<file path="src/sv/pts_pkg.sv">
// ----------------------------------------------------------------------------
// pts_pkg: shared types and codes of the priority thread scheduler
// Holds the operation, status, thread state and sequencer state encodings.
// ----------------------------------------------------------------------------
package pts_pkg;

  // Default sizes of the thread table and the sleep counter.
  localparam int THREADS_DEF   = 16;
  localparam int TICK_BITS_DEF = 32;

  // Priority of thread zero after reset.
  localparam logic [1:0] LVL_NORMAL = 2'd2;

  // Operation codes of an input item.
  typedef enum logic [2:0] {
    OP_ACTIVATE  = 3'd0,
    OP_SLEEP     = 3'd1,
    OP_TERMINATE = 3'd2,
    OP_TICK      = 3'd3,
    OP_IO_WAIT   = 3'd4,
    OP_IO_DONE   = 3'd5
  } op_t;

  // Result status codes.
  typedef enum logic [1:0] {
    STAT_OK        = 2'd0,
    STAT_BAD_STATE = 2'd1,
    STAT_BAD_PARAM = 2'd2
  } status_t;

  // Thread states as kept in the thread table.
  typedef enum logic [1:0] {
    TS_DEAD  = 2'd0,
    TS_READY = 2'd1,
    TS_RUN   = 2'd2,
    TS_WAIT  = 2'd3
  } tstate_t;

  // Sequencer states.
  typedef enum logic [3:0] {
    S_IDLE,
    S_DEC,
    S_ACT,
    S_TERM,
    S_IOD,
    S_RM_RD,
    S_RM_CK,
    S_TK_RD,
    S_TK_WR,
    S_PRE,
    S_DSP,
    S_DSP2,
    S_DONE
  } fsm_t;

endpackage

</file>
<file path="src/sv/priority_thread_scheduler.sv">
// ----------------------------------------------------------------------------
// priority_thread_scheduler: three level preemptive thread scheduler
// Thread table and ready queues live in two synchronous memories; a
// sequencer reads, modifies and writes them back for each item.
// ----------------------------------------------------------------------------
//
//  Channel | Direction | Payload
//  --------+-----------+---------------------------------------------------
//  in_     | slave     | opcode, thread_id, level, sleep_ticks
//  out_    | master    | running_id, idle_running, switched, status
//
//  One item is handled at a time. The thread table has one read port and
//  one write port; a tick reads it entry by entry in ascending order and
//  writes back each thread that is asleep on a nonzero count.
//  Reset is synchronous; valid bits stand in for the thread table's reset.
//  A result waits in the output register while out_tready is low; the next
//  item is taken once the result register has been loaded.
//
module priority_thread_scheduler #(
  parameter int THREADS   = pts_pkg::THREADS_DEF,
  parameter int TICK_BITS = pts_pkg::TICK_BITS_DEF
) (
  input  logic        clk,
  input  logic        rst_n,
  input  logic        in_tvalid,
  output logic        in_tready,
  // opcode[2:0], thread_id[6:3], level[8:7], sleep_ticks[40:9], zeros above
  input  logic [47:0] in_tdata,
  output logic        out_tvalid,
  input  logic        out_tready,
  // running_id[3:0], idle_running[4], switched[5], status[7:6]
  output logic [7:0]  out_tdata
);
  import pts_pkg::*;

  localparam int TW  = $clog2(THREADS);
  localparam int FW  = $clog2(THREADS + 1);
  localparam int QAW = $clog2(3 * THREADS);
  localparam int EW  = TICK_BITS + 4;

  // Sequencer and scheduler registers.
  fsm_t              state_r, state_nxt;
  logic [2:0]        op_r;
  logic [3:0]        tid_r;
  logic [1:0]        lv_r;
  logic [31:0]       ticks_r;
  logic [TW-1:0]     prev_run_r;
  logic              prev_idle_r;
  logic [TW-1:0]     run_r, run_nxt;
  logic              idle_r, idle_nxt;
  logic [1:0]        run_lvl_r, run_lvl_nxt;
  logic [TW-1:0]     head_r [3];
  logic [TW-1:0]     head_nxt [3];
  logic [FW-1:0]     fill_r [3];
  logic [FW-1:0]     fill_nxt [3];
  logic [TW:0]       idx_r, idx_nxt;
  logic              found_r, found_nxt;
  logic [1:0]        sv_lvl_r, sv_lvl_nxt;
  logic [1:0]        dq_r, dq_nxt;
  status_t           status_r, status_nxt;
  logic              out_valid_r;
  logic [7:0]        out_data_r;
  logic              out_load;

  // Memories and their read registers.
  logic [EW-1:0]     tmem [THREADS];
  logic [THREADS-1:0] tvld_r;
  logic [EW-1:0]     tm_q_r;
  logic              tm_v_r, tm_a0_r;
  logic [TW-1:0]     qmem [3*THREADS];
  logic [TW-1:0]     qm_q_r;

  // Memory access controls.
  logic              tr_en, tw_en, qr_en, qw_en;
  logic [TW-1:0]     tr_addr, tw_addr, qw_data;
  logic [EW-1:0]     tw_data;
  logic [QAW-1:0]    qr_addr, qw_addr;
  logic              push_en;
  logic [TW-1:0]     push_id;
  logic [1:0]        push_lvl;

  // Decoded values.
  logic              in_acc;
  logic              id_ok;
  logic [TW-1:0]     tid_i;
  logic [TICK_BITS-1:0] sat_ticks;
  logic [63:0]       tk64;
  logic [EW-1:0]     e;
  tstate_t           e_st;
  logic [1:0]        e_lvl;
  logic [TICK_BITS-1:0] e_cnt;
  logic [1:0]        top_lvl;
  logic [1:0]        rq;

  function automatic logic [QAW-1:0] qaddr(input logic [1:0] q, input logic [TW-1:0] slot);
    qaddr = QAW'(QAW'(q) * QAW'(THREADS) + QAW'(slot));
  endfunction

  // Circular slot of a queue: head plus offset, offset never above THREADS.
  function automatic logic [TW-1:0] wrap(input logic [TW-1:0] h, input logic [TW:0] off);
    logic [TW+1:0] s;
    s = (TW+2)'(h) + (TW+2)'(off);
    if (s >= (TW+2)'(THREADS)) s = s - (TW+2)'(THREADS);
    wrap = TW'(s);
  endfunction

  function automatic logic [EW-1:0] mk(input tstate_t s, input logic [1:0] l,
                                       input logic [TICK_BITS-1:0] c);
    mk = {s, l, c};
  endfunction

  assign in_acc     = in_tvalid && in_tready;
  assign in_tready  = (state_r == S_IDLE);
  assign out_tvalid = out_valid_r;
  assign out_tdata  = out_data_r;

  assign id_ok = (int'(tid_r) < THREADS);
  assign tid_i = TW'(tid_r);
  assign tk64  = 64'(ticks_r);
  assign sat_ticks = ((tk64 >> TICK_BITS) != 64'd0) ? '1 : tk64[TICK_BITS-1:0];

  // An entry never written reads as its reset value.
  assign e = tm_v_r ? tm_q_r : (tm_a0_r ? mk(TS_RUN, LVL_NORMAL, '0) : '0);
  assign e_st  = tstate_t'(e[EW-1:EW-2]);
  assign e_lvl = e[EW-3:EW-4];
  assign e_cnt = e[TICK_BITS-1:0];

  // Highest level with a ready thread, zero when all queues are empty.
  assign top_lvl = (fill_r[2] != '0) ? 2'd3 :
                   (fill_r[1] != '0) ? 2'd2 :
                   (fill_r[0] != '0) ? 2'd1 : 2'd0;
  assign rq = sv_lvl_r - 2'd1;

  // Sequencer: next state, register updates and memory accesses.
  always_comb begin
    logic [1:0] pq;
    logic [1:0] dq;
    pq          = '0;
    dq          = '0;
    state_nxt   = state_r;
    run_nxt     = run_r;
    idle_nxt    = idle_r;
    run_lvl_nxt = run_lvl_r;
    head_nxt    = head_r;
    fill_nxt    = fill_r;
    idx_nxt     = idx_r;
    found_nxt   = found_r;
    sv_lvl_nxt  = sv_lvl_r;
    dq_nxt      = dq_r;
    status_nxt  = status_r;
    tr_en = 1'b0; tr_addr = '0;
    tw_en = 1'b0; tw_addr = '0; tw_data = '0;
    qr_en = 1'b0; qr_addr = '0;
    qw_en = 1'b0; qw_addr = '0; qw_data = '0;
    push_en = 1'b0; push_id = '0; push_lvl = '0;
    out_load = 1'b0;

    unique case (state_r)
      S_IDLE: begin
        if (in_tvalid) begin
          status_nxt = STAT_OK;
          state_nxt  = S_DEC;
        end
      end
      S_DEC: begin
        unique case (op_r)
          OP_ACTIVATE: begin
            if (!id_ok || lv_r == 2'd0) begin
              status_nxt = STAT_BAD_PARAM;
              state_nxt  = S_DONE;
            end else begin
              tr_en = 1'b1; tr_addr = tid_i;
              state_nxt = S_ACT;
            end
          end
          OP_SLEEP: begin
            if (ticks_r == 32'd0) begin
              status_nxt = STAT_BAD_PARAM;
              state_nxt  = S_DONE;
            end else if (idle_r) begin
              status_nxt = STAT_BAD_STATE;
              state_nxt  = S_DONE;
            end else begin
              tw_en = 1'b1; tw_addr = run_r;
              tw_data = mk(TS_WAIT, run_lvl_r, sat_ticks);
              state_nxt = S_DSP;
            end
          end
          OP_TERMINATE: begin
            if (!id_ok) begin
              status_nxt = STAT_BAD_PARAM;
              state_nxt  = S_DONE;
            end else begin
              tr_en = 1'b1; tr_addr = tid_i;
              state_nxt = S_TERM;
            end
          end
          OP_TICK: begin
            idx_nxt   = '0;
            state_nxt = S_TK_RD;
          end
          OP_IO_WAIT: begin
            if (idle_r) begin
              status_nxt = STAT_BAD_STATE;
              state_nxt  = S_DONE;
            end else begin
              tw_en = 1'b1; tw_addr = run_r;
              tw_data = mk(TS_WAIT, run_lvl_r, '0);
              state_nxt = S_DSP;
            end
          end
          OP_IO_DONE: begin
            if (!id_ok) begin
              status_nxt = STAT_BAD_PARAM;
              state_nxt  = S_DONE;
            end else begin
              tr_en = 1'b1; tr_addr = tid_i;
              state_nxt = S_IOD;
            end
          end
          default: begin
            status_nxt = STAT_BAD_PARAM;
            state_nxt  = S_DONE;
          end
        endcase
      end
      // Activate: only a dead thread may be started.
      S_ACT: begin
        if (e_st != TS_DEAD) begin
          status_nxt = STAT_BAD_STATE;
          state_nxt  = S_DONE;
        end else begin
          tw_en = 1'b1; tw_addr = tid_i;
          tw_data = mk(TS_READY, lv_r, e_cnt);
          push_en = 1'b1; push_id = tid_i; push_lvl = lv_r;
          state_nxt = S_PRE;
        end
      end
      // Terminate: kill a live thread, then unlink it if ready or reschedule.
      S_TERM: begin
        if (e_st == TS_DEAD) begin
          status_nxt = STAT_BAD_STATE;
          state_nxt  = S_DONE;
        end else begin
          tw_en = 1'b1; tw_addr = tid_i;
          tw_data = mk(TS_DEAD, e_lvl, '0);
          if (e_st == TS_READY && e_lvl != 2'd0) begin
            sv_lvl_nxt = e_lvl;
            idx_nxt    = '0;
            found_nxt  = 1'b0;
            state_nxt  = S_RM_RD;
          end else if (e_st == TS_RUN && !idle_r && run_r == tid_i) begin
            state_nxt = S_DSP;
          end else begin
            state_nxt = S_DONE;
          end
        end
      end
      // Queue removal: walk the queue, sliding later entries down by one.
      S_RM_RD: begin
        if (idx_r == (TW+1)'(fill_r[rq])) begin
          if (found_r) fill_nxt[rq] = fill_r[rq] - FW'(1);
          state_nxt = S_DONE;
        end else begin
          qr_en = 1'b1;
          qr_addr = qaddr(rq, wrap(head_r[rq], idx_r));
          state_nxt = S_RM_CK;
        end
      end
      S_RM_CK: begin
        if (found_r) begin
          qw_en = 1'b1;
          qw_addr = qaddr(rq, wrap(head_r[rq], idx_r - (TW+1)'(1)));
          qw_data = qm_q_r;
        end else if (qm_q_r == tid_i) begin
          found_nxt = 1'b1;
        end
        idx_nxt   = idx_r + (TW+1)'(1);
        state_nxt = S_RM_RD;
      end
      // Io done: only a thread waiting on io becomes ready.
      S_IOD: begin
        if (e_st != TS_WAIT || e_cnt != '0) begin
          status_nxt = STAT_BAD_STATE;
          state_nxt  = S_DONE;
        end else begin
          tw_en = 1'b1; tw_addr = tid_i;
          tw_data = mk(TS_READY, e_lvl, '0);
          push_en = 1'b1; push_id = tid_i; push_lvl = e_lvl;
          state_nxt = S_PRE;
        end
      end
      // Tick sweep over the thread table in ascending order.
      S_TK_RD: begin
        if (idx_r == (TW+1)'(THREADS)) begin
          state_nxt = S_PRE;
        end else begin
          tr_en = 1'b1; tr_addr = idx_r[TW-1:0];
          state_nxt = S_TK_WR;
        end
      end
      S_TK_WR: begin
        if (e_st == TS_WAIT && e_cnt != '0) begin
          tw_en = 1'b1; tw_addr = idx_r[TW-1:0];
          if (e_cnt == TICK_BITS'(1)) begin
            tw_data = mk(TS_READY, e_lvl, '0);
            push_en = 1'b1; push_id = idx_r[TW-1:0]; push_lvl = e_lvl;
          end else begin
            tw_data = mk(TS_WAIT, e_lvl, e_cnt - TICK_BITS'(1));
          end
        end
        idx_nxt   = idx_r + (TW+1)'(1);
        state_nxt = S_TK_RD;
      end
      // Preemption: a strictly higher level displaces the running thread.
      S_PRE: begin
        if (idle_r) begin
          state_nxt = (top_lvl != 2'd0) ? S_DSP : S_DONE;
        end else if (top_lvl > run_lvl_r) begin
          tw_en = 1'b1; tw_addr = run_r;
          tw_data = mk(TS_READY, run_lvl_r, '0);
          push_en = 1'b1; push_id = run_r; push_lvl = run_lvl_r;
          state_nxt = S_DSP;
        end else begin
          state_nxt = S_DONE;
        end
      end
      // Dispatch: pop the head of the highest non-empty queue.
      S_DSP: begin
        if (top_lvl == 2'd0) begin
          idle_nxt  = 1'b1;
          run_nxt   = '0;
          state_nxt = S_DONE;
        end else begin
          dq = top_lvl - 2'd1;
          qr_en = 1'b1;
          qr_addr = qaddr(dq, head_r[dq]);
          head_nxt[dq] = wrap(head_r[dq], (TW+1)'(1));
          fill_nxt[dq] = fill_r[dq] - FW'(1);
          dq_nxt    = dq;
          state_nxt = S_DSP2;
        end
      end
      S_DSP2: begin
        tw_en = 1'b1; tw_addr = qm_q_r;
        tw_data = mk(TS_RUN, dq_r + 2'd1, '0);
        run_nxt     = qm_q_r;
        idle_nxt    = 1'b0;
        run_lvl_nxt = dq_r + 2'd1;
        state_nxt   = S_DONE;
      end
      S_DONE: begin
        if (!out_valid_r || out_tready) begin
          out_load  = 1'b1;
          state_nxt = S_IDLE;
        end
      end
      default: state_nxt = S_IDLE;
    endcase

    // Tail insert into the queue of the pushed thread's level.
    pq = push_lvl - 2'd1;
    if (push_en && push_lvl != 2'd0 && fill_r[pq] < FW'(THREADS)) begin
      qw_en   = 1'b1;
      qw_addr = qaddr(pq, wrap(head_r[pq], (TW+1)'(fill_r[pq])));
      qw_data = push_id;
      fill_nxt[pq] = fill_r[pq] + FW'(1);
    end
  end

  // Control registers.
  always_ff @(posedge clk) begin
    if (!rst_n) begin
      state_r     <= S_IDLE;
      run_r       <= '0;
      idle_r      <= 1'b0;
      run_lvl_r   <= LVL_NORMAL;
      head_r      <= '{default: '0};
      fill_r      <= '{default: '0};
      idx_r       <= '0;
      found_r     <= 1'b0;
      tvld_r      <= '0;
      out_valid_r <= 1'b0;
    end else begin
      state_r   <= state_nxt;
      run_r     <= run_nxt;
      idle_r    <= idle_nxt;
      run_lvl_r <= run_lvl_nxt;
      head_r    <= head_nxt;
      fill_r    <= fill_nxt;
      idx_r     <= idx_nxt;
      found_r   <= found_nxt;
      if (tw_en) tvld_r[tw_addr] <= 1'b1;
      if (out_load) out_valid_r <= 1'b1;
      else if (out_tready) out_valid_r <= 1'b0;
    end
  end

  // Item fields, saved values and the result register.
  always_ff @(posedge clk) begin
    sv_lvl_r <= sv_lvl_nxt;
    dq_r     <= dq_nxt;
    status_r <= status_nxt;
    if (in_acc) begin
      op_r        <= in_tdata[2:0];
      tid_r       <= in_tdata[6:3];
      lv_r        <= in_tdata[8:7];
      ticks_r     <= in_tdata[40:9];
      prev_run_r  <= run_r;
      prev_idle_r <= idle_r;
    end
    if (out_load) begin
      out_data_r <= {status_r,
                     (idle_r != prev_idle_r) || (!idle_r && run_r != prev_run_r),
                     idle_r,
                     idle_r ? 4'd0 : 4'(run_r)};
    end
  end

  // Thread table memory.
  always_ff @(posedge clk) begin
    if (tw_en) tmem[tw_addr] <= tw_data;
    if (tr_en) begin
      tm_q_r  <= tmem[tr_addr];
      tm_v_r  <= tvld_r[tr_addr];
      tm_a0_r <= (tr_addr == '0);
    end
  end

  // Ready queue memory, three circular queues side by side.
  always_ff @(posedge clk) begin
    if (qw_en) qmem[qw_addr] <= qw_data;
    if (qr_en) qm_q_r <= qmem[qr_addr];
  end

endmodule

</file>
<file path="config.mk">
export PLATFORM = sky130hd
export DESIGN_NAME = priority_thread_scheduler
export DESIGN_NICKNAME = d
export VERILOG_FILES = /design/src/sv/pts_pkg.sv /design/src/sv/priority_thread_scheduler.sv
export SDC_FILE = /design/constraint.sdc
export NUM_CORES = 1
export LEC_CHECK = 0
export BUFFER_PORTS_ARGS = -buffer_cell sky130_fd_sc_hd__buf_2
export CAP_MARGIN = 20
export CORE_MARGIN = 5
export CORE_UTILIZATION = 49
export DETAILED_ROUTE_END_ITERATION = 12
export PLACE_DENSITY = 0.72
export SLEW_MARGIN = 20
export SYNTH_ARGS = -nofsm -noshare
export SYNTH_HDL_FRONTEND = slang
export SYNTH_SLANG_ARGS = --single-unit
</file>
<file path="constraint.sdc">
create_clock -name clk -period 12.38 [get_ports clk]
set_input_delay 1.857 -clock clk [delete_from_list [all_inputs] [get_ports clk]]
set_output_delay 1.857 -clock clk [all_outputs]
set_load 0.005 [all_outputs]
</file>
After elaboration in Yosys (flattened, before gate mapping):

Memory sizes are Yosys's and may differ from the RTL's. A register that Yosys moved wholly into a read port is not among the register bits.
Cells that the tools add are included.

* bits in registers: 123
* bits in writable memories: 768
* input bits: 52
* output and inout bits: 10
* logic and storage cells: 328
* memories kept: 2

* $add $sub $neg: 22
* magnitude comparators: 15
* equal/unequal tests: 39
* multiplexer cells: 171
* bitwise operators: 6
* reduce and logical (&&, ||, !) cells: 47

Memories
* tmem: words 16, bits a word 36, read ports 1, clocked after memory_dff 1, write ports 1, line priority_thread_scheduler.sv:66 `logic [EW-1:0] tmem [THREADS];`
* qmem: words 48, bits a word 4, read ports 1, clocked after memory_dff 1, write ports 1, line priority_thread_scheduler.sv:70 `logic [TW-1:0] qmem [3*THREADS];`

Operator list (count)
* $mux 36: 7
* $pmux 36 s7: 1
* $mux 4: 40
* $mux 35: 4
* $pmux 36 s2: 1
* $mux 15: 4
* $mux 5: 12
* $pmux 4 s13: 1
* $bwmux 15: 3
* $mux 1: 34
* $mux 34: 1
* $eq 32x1->1 const B: 1
* $logic_not 32->1: 1
* $pmux 4 s2: 4
* $reduce_bool 32->1: 1
* $sub 32x1->32 const B: 1
* $bmux 5 s2: 3
* $demux 5 s2: 3
* $mux 2: 15
* $mux 6: 5
* $pmux 15 s2: 1
* $pmux 4 s7: 1
* $mux 3: 9
* $add 6x4->6: 4
* 64 further kinds: 143

Depth between registers and ports, before layout:

* depth in word-level cells: 19
* mapped depth: 25
* depth with buffers taken out: 21

Worst setup path after synthesis:

Ideal clock, no wire load.

* path kind: register to register
* start: reg fill_r[0] in the netlist's numbering
* end: mem qmem[0][1] in the netlist's numbering, data pin
* library setup time: 578 ps
* arrival: 6051 ps
* path slack: 5751 ps
* stages on the path, launching flop included: 19
* buffers on the path: 6
* cells stage by stage: dfxtp_1 nor4_1 and2_0 clkbuf_1 nand2_1 ha_1 nor2b_1 o2111a_1 clkbuf_1 a22oi_1 o21ai_1 buf_2 ha_1 clkbuf_1 buf_2 nand2_1 o221ai_1 buf_2 o21ai_0

* longest elaborated chain between the ends: 14
* elaborated cells on any way between the ends: 22
* classes of those cells: add/sub (1); order compare (2); mux (14); bitwise (1); reduce/logical (4)

Ends and longest elaborated chain
* start, declared: line priority_thread_scheduler.sv:54 `logic [FW-1:0] fill_r [3];`
* start signal, assigned: line priority_thread_scheduler.sv:390 `fill_r <= fill_nxt;`
* $reduce_bool 5->1: line priority_thread_scheduler.sv:129 `assign top_lvl = (fill_r[2] != '0) ? 2'd3 :`
* $mux 2: line priority_thread_scheduler.sv:129
* $gt 2x2->1: line priority_thread_scheduler.sv:319 `end else if (top_lvl > run_lvl_r) begin`
* $mux 2: line priority_thread_scheduler.sv:319
* $mux 2: line priority_thread_scheduler.sv:317 `if (idle_r) begin`
* $pmux 2 s4: line priority_thread_scheduler.sv:158 `unique case (state_r)`
* $sub 2x1->2: line priority_thread_scheduler.sv:362 `pq = push_lvl - 2'd1;`
* $not 2->3 (not written as such): line priority_thread_scheduler.sv:363 `if (push_en && push_lvl != 2'd0 && fill_r[pq] < FW'(THREADS)) begin`
* $bmux 5 s2: line priority_thread_scheduler.sv:363
* $mux 5 (not written as such) (2 in a row): line priority_thread_scheduler.sv:363
* $lt 5x5->1: line priority_thread_scheduler.sv:363
* $logic_and 1x1->1: line priority_thread_scheduler.sv:363
* $mux 4 *: line priority_thread_scheduler.sv:363
* net qw_data[1]: line priority_thread_scheduler.sv:75 `logic [TW-1:0] tr_addr, tw_addr, qw_data;`
* end, declared: line priority_thread_scheduler.sv:70

Mark *: on every way through the listed nets, which the timed path passes. The rest lies on a longest branch. The select of a mux whose other input is x is not followed.

Worst setup path after layout:

* start: reg fill_r[9] in the netlist's numbering
* end: mem qmem[4][3] in the netlist's numbering, enable pin

* longest elaborated chain between the ends: 18
* elaborated cells on any way between the ends: 32
* classes of those cells: add/sub (4); order compare (3); mux (20); bitwise (1); reduce/logical (4)

Ends and longest elaborated chain
* $reduce_bool 5->1: line priority_thread_scheduler.sv:130 `(fill_r[1] != '0) ? 2'd2 :`
* $mux 2: line priority_thread_scheduler.sv:130
* $mux 2: line priority_thread_scheduler.sv:129
* $gt 2x2->1: line priority_thread_scheduler.sv:319
* $mux 2: line priority_thread_scheduler.sv:319
* $mux 2: line priority_thread_scheduler.sv:317
* $pmux 2 s4: line priority_thread_scheduler.sv:158
* $sub 2x1->2: line priority_thread_scheduler.sv:362
* $not 2->3 (not written as such): line priority_thread_scheduler.sv:363, priority_thread_scheduler.sv:365
* $bmux 4 s2 or $bmux 5 s2 (tied branches): line priority_thread_scheduler.sv:365, priority_thread_scheduler.sv:363
* $mux 4 (not written as such) or $mux 5 (tied branches) (2 in a row): line priority_thread_scheduler.sv:365, priority_thread_scheduler.sv:363
* $add 4x5->6: line priority_thread_scheduler.sv:102 `s = (TW+2)'(h) + (TW+2)'(off);`
* $ge 6x5->1 or $sub 4x1->4 (tied branches): line priority_thread_scheduler.sv:103 `if (s >= (TW+2)'(THREADS)) s = s - (TW+2)'(THREADS);`
* $mux 4: line priority_thread_scheduler.sv:103
* $mux 4: line priority_thread_scheduler.sv:363
* $add 6x4->6: line priority_thread_scheduler.sv:96 `qaddr = QAW'(QAW'(q) * QAW'(THREADS) + QAW'(slot));`
* $mux 6: line priority_thread_scheduler.sv:363

Parallel ways exist; a longest one is shown, timed or not. The select of a mux whose other input is x is not followed.

==> impl_metrics.ini <==
[route]
drcViolationCount = 0
ant_nets = 0
vias_per_cell = 6.208
first_pass_iters = 7
num_vias = 27300
drt-initial-drc-count = 3357
wl_per_cell_um = 22.90
routed_wl_mm = 100.7

[synthesis]
synth.distinct_cells = 79
yosys_warnings = 0
yosysMostFrequentCell = edfxtp_1
synth.ff_latch_count = 931
syn_area_um2 = 40910
yosys.area.top_type = edfxtp_1
synth.top_cells.by_area = edfxtp_1 (64%), nand2_1 (4.5%), a211oi_1 (3.9%)
syn_inst = 3236
synth-edff-count = 870
synth_top_area_share_pct = 63.86
synth_nets = 3321
avgSynthCellArea_um2 = 12.64
synth_ff_type = edfxtp_1
synthTopCellsByCount = edfxtp_1 (870), nand2_1 (489), a211oi_1 (212)
yosysSeqAreaShare_pct = 66.84
synthArstFlopShare_pct = 0

[global_routing]
grt_util_all_layers_pct = 21.89
first_global_vias = 26030
grt_max_degree = 205
grt.overflow.total = 0
antenna_found_initial = 0
grt_pass1_wl_mm = 153.3

[place]
io_buffers = 54
dp_hpwl_mm = 56.05
place_congestion = 0.9280

[timing]
rsz0062_at_grt = no
relSlewSlack_pct = 15.25
tns_ns = 0
fmax_mhz = 134.8
finalMaxSlewViolations = 0
worst_pin_slew_ns = 1.254
finalCritPeriodShare_pct = 59.90
setup_viol = 0
hold_viol_final = 0
skew_ns = 0.03986
fin_crit_ns = 7.416

[power]
irDropWorstVdd_uv = 147.1
power_frac_comb_pct = 13.1
power.share.clock_pct = 36.9
p_sw_w = 0.002004
p_int_w = 0.005531
p_leak_nw = 14.63
finalPower_w = 0.007535
pwr-share-seq_pct = 50.0
swShare_pct = 26.59
p_per_area_nw_per_um2 = 165.4

[cts]
cts_root_buf = clkbuf_16
cts_buffer_depth = 3
clk_pin_slew_ns = 0.07
cts_htree_levels = 3
cts.sinks = 931
post_cts_resized = 0
cts_setup_buffers = 0
cts_hold_buf = 0
cts_tree = built
insertion_delay_ns = 0.67
cts_inserted_buffers = 92

[final_layout]
finish.net_count = 3324
diodes = 0
multi_input_area_um2 = 12800
area_delta_synth_final_pct = 11.32
nFillCells = 6743
seqCellArea_um2 = 27350
drive_gt1_share_pct = 10.34

[worst_setup_path]
crit_arrival_ns = 7.72
worstPathRequired_ns = 12.69
crit_slowest_cell = ha_1
crit_fanout = 18
end_kind = register
worstPathCellList = nor3_1 > and2_1 > a21o_1 > clkinv_1 > ha_1 > nand2_1 > o2111a_1 > a22oi_1 > o21ai_1 > buf_4 > ha_1 > inv_1 > nand2_1 > or2_2 > mux2i_1 > or3_1 > ha_1 > a21oi_1 > o21ai_2 > xnor2_1 > a32oi_2 > nor2_1
cp_slowest_stage_delay_ns = 0.71
r2r-start = fill_r[9]
crit_top_cell = ha_1
worstSetupStartpointType = register
startpoint = fill_r[9]
critical_path_class = register to register

[die]
die_area_um2 = 89370
start_util_pct = 49.12
coreArea_um2 = 83290
chipWidth_um = 299.0
ios = 62
die_h_um = 299.0
rows = 106

[job]
max-cap-violations = 0

[min_path]
hold_path_class = register to register
min_from = tvld_r[3]

[outcome]
status = completed
-- state kept, by name, indices dropped and copies added, names as in the netlist, 4 cells and up --
register / cells
prev_run_r: 4
sat_ticks: 32
tid_i: 4
run_r: 4
idx_r: 5
tm_q_r: 36
head_r: 12
out_tdata: 8
tmem: 576
qmem: 192
fill_r: 15
tvld_r: 16
state_r: 4
qm_q_r: 4
-- worst paths after layout --
path                            slack, ns          to  depth (start not counted)
worst max-delay path                 4.96  qmem[4][3]                         22
worst min-delay path                 0.45   tvld_r[3]                          1
worst max register to register       4.96  qmem[4][3]                         22
worst min register to register       0.45   tvld_r[3]                          1
-- power groups by stage --
stage / logic, W / registers, W / clock network (W)
final: 0.000986 / 0.00377 / 0.00278
after global routing: 0.00108 / 0.00378 / 0.00294
after CTS: 0.000977 / 0.00377 / 0.00281
after detailed placement: 0.000970 / 0.00383 / 0
after global placement: 0.000953 / 0.00383 / 0
after floorplan: 0.000689 / 0.00377 / 0
-- cell families after synthesis --
group	share of synthesized area, %
AOI/OAI and AO/OA	14.77
xor gates and xnor gates	1.070
adders and majority gates	1.064
buffers and inverters	2.416
DFF	66.84
muxes	2.205
and+or+nand+nor	11.63
-- worst max-delay path: cells and delay by family, from the launching register on --
kind / cells / cell delay [ns]
AOI/OAI and AO/OA: 7 / 1.98
buffers and inverters: 3 / 0.95
DFF: 1 / 0.38
muxes: 1 / 0.06
adders and majority gates: 3 / 1.47
xor gates and xnor gates: 1 / 0.67
and+or+nand+nor: 7 / 1.57
-- metal layers --
layer | vias up | wire [um] | track usage, %
li1 | 12420 | - | -
met1 | 13470 | 41560 | 30.30
met2 | 1191 | 48310 | 35.94
met3 | 221 | 7523 | 2.986
met4 | 0 | 3310 | 7.668
met5 | - | 0 | 0
-- final cells by class --
class                      count  area share (%)
sequential                   931           60.04
multi-input combinational   2044           28.11
clock buffer                 109           5.217
tap                         1080           2.967
timing repair buffer         131           1.934
clock inverter                64           1.404
inverter                      39          0.3214
-- cells in the final DEF, fill, tap and decap left out, types with 34 or more instances in the layout --
master,n
o21ai_0,90
edfxtp_1,870
buf_2,54
and2_1,167
dfxtp_1,61
a31oi_1,87
clkbuf_16,92
a22oi_1,34
mux2i_1,80
buf_4,73
a311oi_1,76
inv_1,38
nor2_1,114
nand2_1,489
a211oi_1,212
a21oi_1,158
-- through the flow --
step	hold WS, ns	setup WS (ns)	std cells	cell area [um^2]	util, %
finish	0.4543	4.964	4398	45540	54.68
global route	0.4724	4.574	4398	45540	54.68
CTS	0.4586	5.130	4397	45520	54.66
detailed placement	0.4448	5.127	4224	42510	51.04
global placement	0.4386	5.231	4224	42510	51.04
floorplan	0.4268	5.751	3236	40910	-
No activity file was read; power rests on OpenSTA's default activity.
